==> src/rtl/wstf_div.sv <==
// wstf_div: pipelined restoring divider, one quotient bit per register stage,
// with a sideband word that travels alongside. Uses no package.
// Quotient = {hi_i, lo_i} / den_i, valid when hi_i < den_i.
module wstf_div #(
  parameter int DEN_W  = 17,
  parameter int Q_W    = 17,
  parameter int SIDE_W = 8
) (
  input  logic              clk_i,
  input  logic              rst_ni,
  input  logic              en_i,
  input  logic              valid_i,
  input  logic [DEN_W-1:0]  hi_i,
  input  logic [Q_W-1:0]    lo_i,
  input  logic [DEN_W-1:0]  den_i,
  input  logic [SIDE_W-1:0] side_i,
  output logic              valid_o,
  output logic [Q_W-1:0]    quot_o,
  output logic [SIDE_W-1:0] side_o
);

  logic [Q_W-1:0]    vld_q;
  logic [DEN_W-1:0]  rem_q  [Q_W];
  logic [Q_W-1:0]    wrk_q  [Q_W];
  logic [DEN_W-1:0]  den_q  [Q_W];
  logic [SIDE_W-1:0] side_q [Q_W];

  for (genvar k = 0; k < Q_W; k++) begin : g_step
    logic              vld_in;
    logic [DEN_W-1:0]  rem_in;
    logic [Q_W-1:0]    wrk_in;
    logic [DEN_W-1:0]  den_in;
    logic [SIDE_W-1:0] side_in;
    logic [DEN_W:0]    trial;
    logic [DEN_W:0]    diff;
    logic              take;

    if (k == 0) begin : g_first
      assign vld_in  = valid_i;
      assign rem_in  = hi_i;
      assign wrk_in  = lo_i;
      assign den_in  = den_i;
      assign side_in = side_i;
    end else begin : g_next
      assign vld_in  = vld_q[k-1];
      assign rem_in  = rem_q[k-1];
      assign wrk_in  = wrk_q[k-1];
      assign den_in  = den_q[k-1];
      assign side_in = side_q[k-1];
    end

    // shift in the next dividend bit, subtract when it fits
    assign trial = {rem_in, wrk_in[Q_W-1]};
    assign diff  = trial - {1'b0, den_in};
    assign take  = trial >= {1'b0, den_in};

    always_ff @(posedge clk_i or negedge rst_ni) begin
      if (!rst_ni) begin
        vld_q[k] <= 1'b0;
      end else if (en_i) begin
        vld_q[k] <= vld_in;
      end
    end

    always_ff @(posedge clk_i) begin
      if (en_i) begin
        rem_q[k]  <= take ? diff[DEN_W-1:0] : trial[DEN_W-1:0];
        wrk_q[k]  <= {wrk_in[Q_W-2:0], take};
        den_q[k]  <= den_in;
        side_q[k] <= side_in;
      end
    end
  end

  assign valid_o = vld_q[Q_W-1];
  assign quot_o  = wrk_q[Q_W-1];
  assign side_o  = side_q[Q_W-1];

endmodule

==> config.mk <==
export PLATFORM = sky130hd
export DESIGN_NAME = wstf_div
export DESIGN_NICKNAME = d
export VERILOG_FILES = /design/src/rtl/wstf_div.sv
export SDC_FILE = /design/constraint.sdc
export NUM_CORES = 1
export LEC_CHECK = 0
export BUFFER_PORTS_ARGS = -buffer_cell sky130_fd_sc_hd__buf_2
export CORE_MARGIN = 10
export CORE_UTILIZATION = 50
export CTS_BUF_LIST = sky130_fd_sc_hd__clkbuf_16
export CTS_CLUSTER_DIAMETER = 30
export DETAILED_ROUTE_END_ITERATION = 8
export PLACE_DENSITY = 0.66
export SLEW_MARGIN = 20
export SYNTH_ARGS = -nofsm -noshare
export SYNTH_HDL_FRONTEND = slang
export SYNTH_SLANG_ARGS = --single-unit
export TNS_END_PERCENT = 30
==> constraint.sdc <==
create_clock -name clk_i -period 4.35 [get_ports clk_i]
set_input_delay 0.6525 -clock clk_i [delete_from_list [all_inputs] [get_ports clk_i]]
set_output_delay 0.6525 -clock clk_i [all_outputs]
set_load 0.01 [all_outputs]
==> results.py, run 1 <==
metrics = {
    "grt": {
        "antenna_found_initial": 2,
        "grt_pass1_wl_um": 134000,
        "grt_overflow": 0,
        "track_usage_pct": 15.3,
        "grt_pass1_vias": 26789,
        "grt_max_degree": 120,
    },
    "drt": {
        "initialDrtViolationCount": 1519,
        "vias": 26530,
        "drcViolationCount": 0,
        "routed_wl_um": 81100,
        "final_antenna_net_count": 0,
        "avgRoutedWirePerCell_um": 16.1,
        "first_pass_iters": 5,
        "via_per_inst": 5.26,
    },
    "final_layout": {
        "final_common_cell": "edfxtp_1",
        "fillers": 6991,
        "insertedDiodeCount": 0,
        "nets": 3994,
        "area_growth_syn_to_layout_pct": 19.6,
        "layout_common_cells": "969 x edfxtp_1, 387 x inv_1, 289 x ha_1",
        "drive_gt1_share_pct": 17.8,
        "utilization_pct": 60.4,
    },
    "power_and_ir_drop": {
        "pwr-share-clk_pct": 35.8,
        "p_sw_uw": 12600,
        "seq_power_share_pct": 33.8,
        "power_density_mw_per_mm2": 759,
        "pwr-share-comb_pct": 30.4,
        "leakage_uw": 0.0220,
        "ir_drop_mv": 0.459,
        "power.share.switching_pct": 30.0,
        "power.internal_uw": 29500,
    },
    "floorplan": {
        "core_mm2": 0.0918,
        "die_area_mm2": 0.105,
        "start_util_pct": 50.5,
        "die_y_um": 325,
        "fp.dieW_um": 325,
        "top_level_ports": 89,
        "rows": 111,
    },
    "synth": {
        "ys_warn_count": 0,
        "synthFlopType": "edfxtp_1",
        "ys_ff_latch": 986,
        "synth_seq_area_share_pct": 63.7,
        "synth_nets": 3707,
        "avgSynthCellArea_um2": 13.9,
        "synth_cell_type_count": 82,
        "async_reset_ff_share_pct": 1.72,
        "synth-edff-count": 969,
        "netlist_instances": 3339,
        "synthesis.area_mm2": 0.0464,
    },
    "critical_path": {
        "crit_type": "reg2reg",
        "cp_cell_sequence": "inv_1, ha_1, inv_1, fa_1, a211oi_1, o21ai_0, a21oi_1, o31a_1, o31ai_1, a21o_1, a31oi_4, mux2_2",
        "critPathMaxStageDelay_ns": 0.60,
        "cp.required_ns": 4.84,
        "cp_common_cell": "inv_1",
        "crit_slowest_cell": "a31oi_4",
        "critPathTopFamily": "compound AO/OA/AOI/OAI gates",
        "cp-start-kind": "flop",
        "critPathMaxFanout": 18,
        "arrival_ns": 4.17,
        "path_buf_inv": 2,
        "cp-end-kind": "flop",
    },
    "timing": {
        "rsz0062_at_grt": "no",
        "fin_crit_ns": 3.68,
        "worst_clock_skew_ns": 0.0314,
        "hold_viol": 0,
        "tns_ns": 0,
        "fmax_mhz": 272,
        "period_share_pct": 84.5,
        "slew_headroom_pct": 36.4,
        "tightest_slew_ns": 0.953,
        "slew_viol_final": 0,
        "setup_viol": 0,
    },
    "clocking": {
        "clock-sinks": 986,
        "h-tree-depth": 4,
        "cts_buffers": 198,
        "cts-root-buf": "clkbuf_16",
        "clkSlewWorstSetupHoldPaths_ns": 0.05,
        "cts_resized": 0,
        "cts_tree": "done",
        "clockBufferDepth": 3,
        "clock_latency_ns": 0.76,
    },
    "place": {
        "place.gp.congestion": 0.868,
        "hpwlAfterDp_um": 55700,
        "port_buffers": 88,
    },
    "outcome": {
        "status": "complete, no violations",
    },
    "flow_run": {
        "drv_cap": 0,
    },
    "worst_hold_path": {
        "min_path_type": "in2reg",
    },
}
-- per-stage QoR --
stage               cell area, µm²  power [µW]  cells  hold WS, ns  setup slack [ns]
floorplan                    46400       24200   3339        0.357             0.935
global placement             48500       26800   4661        0.401             0.468
detailed placement           48500       27000   4661        0.405             0.478
CTS                          55500       42400   5041     0.000462             0.663
global route                 55500       44700   5041       0.0173             0.460
finish                       55500       42100   5041       0.0676             0.673
-- flip-flops by register name, summed over array words and instances (netlist names) --
| name | count |
|---|---|
| den_q | 272 |
| g_step.vld_in | 16 |
| rem_q | 272 |
| side_q | 136 |
| valid_o | 1 |
| wrk_q | 289 |
-- cell usage after synthesis, types with 24 or more instances --
cell type	number	share of area (%)
o21bai_1	43	0.70
nor2_1	172	1.4
a21o_1	82	1.3
o21a_1	24	0.39
ha_1	289	7.8
a211oi_1	28	0.45
o21ai_0	142	1.5
nand2_1	116	0.94
xnor2_1	135	2.5
nand3_1	29	0.31
a21oi_1	225	2.4
nor2b_1	28	0.38
xor2_1	81	1.5
edfxtp_1	969	63
inv_1	360	2.9
mux2_2	191	4.6
nor3_1	44	0.47
nand4_1	47	0.63
-- cells by family (layout without fill, tap and decap cells) --
family	count (synthesis)	after routing	share of synthesized area, %
adders and majority gates	305	305	8.49
and+or+nand+nor	522	522	5.39
xor gates and xnor gates	216	216	4.08
muxes	215	215	5.25
DFF	986	986	63.7
buffers and inverters	398	857	3.31
AOI/OAI and AO/OA	697	697	9.84
-- layer usage --
metal  global-route usage [%]  routed length, µm
met5                        0                 16
met4                     6.58               2290
met2                     25.3              39000
met3                     3.42               3830
met1                     19.3              35900
-- area by class of cell --
class / count / area, µm² / share of cell area, %
clock buffer: 202 / 5050 / 9.11
clock inverter: 170 / 1810 / 3.26
inverter: 361 / 1360 / 2.44
multi-input combinational: 1955 / 15400 / 27.7
sequential: 986 / 29500 / 53.2
tap: 1243 / 1560 / 2.80
timing repair buffer: 124 / 828 / 1.49
-- timing repair --
action | CTS | global route
setup endpoints to repair | 0 | 0
buffers inserted | 0 | 0
endpoints found under the hold margin | 24 | 0
hold buffers | 8 | 0
-- worst reg2reg max path, cell delays in order (launching register included) --
cell	delay [ns]
edfxtp_1	0.34
inv_1	0.08
ha_1	0.18
inv_1	0.06
fa_1	0.43
a211oi_1	0.35
o21ai_0	0.16
a21oi_1	0.31
o31a_1	0.20
o31ai_1	0.07
a21o_1	0.22
a31oi_4	0.60
mux2_2	0.42
-- path summary, 6_finish.rpt --
check                                   start  slack [ns]  cells past startpoint                end
worst max-delay path             wrk_q[1][84]        0.67                     12      rem_q[0][230]
worst min-delay path                  lo_i[6]        0.07                      1        wrk_q[0][7]
worst max register to register   wrk_q[1][84]        0.67                     12      rem_q[0][230]
worst min register to register  side_q[0][17]        0.39                      0      side_q[0][25]
max in group asynchronous              rst_ni        3.70                      2  g_step[11].vld_in
min in group asynchronous              rst_ni        0.36                      2  g_step[14].vld_in
-- power by group through the flow --
stage / clock network [µW] / registers [µW] / logic, µW
after floorplan: 0 / 13900 / 10200
after global placement: 0 / 14400 / 12400
after detailed placement: 0 / 14400 / 12600
after CTS: 15400 / 14300 / 12800
after global routing: 15900 / 14400 / 14300
final: 15100 / 14200 / 12800
(Power assumes the default switching activity.)
==> run 2, diff against run 1 <==
Settings changed: PLACE_DENSITY 0.66 to 0.68.
Clock period 4.35 ns to 3 ns, I/O delays scaled along.
==> results.py, run 2 (synthesis gave the netlist of run 1 again) <==
metrics = {
    "drt": {
        "first_pass_iters": 5,
        "wl_met3_um": 4120,
        "avgRoutedWirePerCell_um": 16.1,
        "drt-met1-wl_um": 37300,
        "initialDrtViolationCount": 1396,
        "vias": 27613,
        "met2WireLength_um": 41500,
        "routed_wl_um": 85400,
        "drcViolationCount": 0,
        "highest_layer": "met4",
        "final_antenna_net_count": 0,
        "via_per_inst": 5.22,
    },
    "timing": {
        "fin_crit_ns": 3.11,
        "worst_clock_skew_ns": 0.0370,
        "period_share_pct": 104,
        "tightest_slew_ns": 0.789,
        "slew_viol_final": 0,
        "timing.hold.ws_ns": 0.0605,
        "hold_viol": 0,
        "rsz0062_at_grt": "yes",
        "setup_slack_ns": -0.115,
        "fmax_mhz": 321,
        "slew_headroom_pct": 47.1,
        "setup_viol": 23,
    },
    "clocking": {
        "cts-root-buf": "clkbuf_16",
        "clockBufferDepth": 3,
        "clock_latency_ns": 0.77,
        "h-tree-depth": 4,
        "clock-sinks": 986,
        "cts_buffers": 191,
        "clkSlewWorstSetupHoldPaths_ns": 0.05,
        "cts_tree": "done",
    },
    "power_and_ir_drop": {
        "seq_power_share_pct": 32.6,
        "ir_drop_mv": 0.634,
        "power.share.switching_pct": 30.4,
        "p_sw_uw": 19400,
        "pwr-share-comb_pct": 34.2,
        "pwr-share-clk_pct": 33.2,
        "power_density_mw_per_mm2": 1090,
        "power.internal_uw": 44400,
        "leakage_uw": 0.0235,
        "total_power_uw": 63700,
    },
    "grt": {
        "grt_pass1_wl_um": 139000,
        "grt_pass1_vias": 28022,
        "grt_max_degree": 92,
        "antenna_found_initial": 2,
        "track_usage_pct": 15.9,
        "grt_overflow": 0,
    },
    "final_layout": {
        "fillers": 6691,
        "utilization_pct": 63.7,
        "nets": 4252,
        "top_regs": "wrk_q (289), den_q (272), rem_q (272)",
        "area_growth_syn_to_layout_pct": 26.0,
        "drive_gt1_share_pct": 24.1,
        "largest-register": "wrk_q",
        "insertedDiodeCount": 0,
        "largest_reg_flops": 289,
        "layout_common_cells": "969 x edfxtp_1, 366 x inv_1, 279 x ha_1",
        "final_common_cell": "edfxtp_1",
    },
    "floorplan": {
        "fp.dieW_um": 325,
        "core_mm2": 0.0918,
        "top_level_ports": 89,
        "die_area_mm2": 0.105,
        "rows": 111,
        "die_y_um": 325,
        "start_util_pct": 50.5,
    },
    "place": {
        "port_buffers": 88,
        "place.gp.congestion": 0.857,
        "hpwlAfterDp_um": 58700,
    },
    "critical_path": {
        "critPathLaunch": "rem_q[0][204]",
        "r2r_start": "rem_q[0][204]",
        "cp.required_ns": 3.50,
        "cp-end-kind": "flop",
        "cp-start-kind": "flop",
        "arrival_ns": 3.62,
        "crit_type": "reg2reg",
        "critPathMaxFanout": 4,
    },
    "worst_hold_path": {
        "min_path_type": "in2reg",
        "hp-start": "hi_i[5]",
    },
    "outcome": {
        "violations": "setup timing",
        "status": "finished with violations",
    },
    "flow_run": {
        "drv_cap": 0,
    },
}
==> run 2: cell types whose count changed in the layout (fill, tap and decap cells not counted), sizes merged <==
cell and change:
dlygate4sd3 +50, inv -1, o21ai +1, buf +209, clkinvlp -5, bufinv -3, clkinv +8, clkbuf -6
==> run 2: metrics by stage <==
stage / setup TNS [ns] / worst slack (ns) / cells / cell area [µm²]
after floorplan: -3.17 / -0.234 / 3339 / 46500
after global placement: -7.63 / -0.265 / 4832 / 50100
after detailed placement: -14.54 / -0.196 / 4832 / 50100
after CTS: -3.41 / -0.114 / 5273 / 57800
after global routing: -10.06 / -0.224 / 5294 / 58400
final: -1.48 / -0.115 / 5294 / 58400
==> run 2: power by group through the flow <==
stage / Sequential (µW) / Clock, µW / Combinational [µW]
after floorplan: 20200 / 0 / 14900
after global placement: 21000 / 0 / 19500
after detailed placement: 21000 / 0 / 19800
after CTS: 20800 / 21600 / 20700
after global routing: 21100 / 22300 / 24100
final: 20800 / 21200 / 21800
==> run 2: final timing paths <==
check                              endpoint  slack, ns  cells after the start
max                           rem_q[0][224]      -0.11                     11
min                             rem_q[0][6]       0.06                      2
max reg2reg                   rem_q[0][224]      -0.11                     11
min reg2reg                    side_q[2][4]       0.39                      0
max in group asynchronous  g_step[6].vld_in       2.60                      2
min in group asynchronous           valid_o       0.13                      2
==> run 2: what timing repair did <==
action / 4_1_cts / 5_1_grt
hold buffers: 58 / 0
setup buffers: 20 / 18
resized for setup: 57 / 134
cloned: 3 / 8
endpoints found under the hold margin: 74 / 0
endpoints found under the setup margin: 162 / 243
pin swaps: 31 / 55
==> run 2: routing by layer <==
metal  track usage [%]  vias up
li1                  -    13666
met1              20.1    13175
met2              26.3      589
met3              3.61      183
met4              6.73        0
met5                 0        -
==> run 2: cell type report <==
type / instances / area, µm² / share of cell area [%]
clock buffers: 191 / 4780 / 8.18
clock inverters: 169 / 1900 / 3.26
inverters: 361 / 1360 / 2.32
multi-input cells: 1956 / 16000 / 27.4
flip-flops and latches: 986 / 29500 / 50.5
well taps: 1243 / 1560 / 2.66
repair buffers: 388 / 3340 / 5.71
==> run 2: critical path, stage by stage (launching register included) <==
cell       delay, ns
edfxtp_1        0.43
buf_6           0.16
fa_2            0.40
a211oi_2        0.26
o21ai_1         0.13
a21oi_2         0.16
o31a_1          0.22
o31ai_2         0.08
a21o_1          0.22
a31oi_4         0.26
clkbuf_16       0.22
mux2_4          0.31
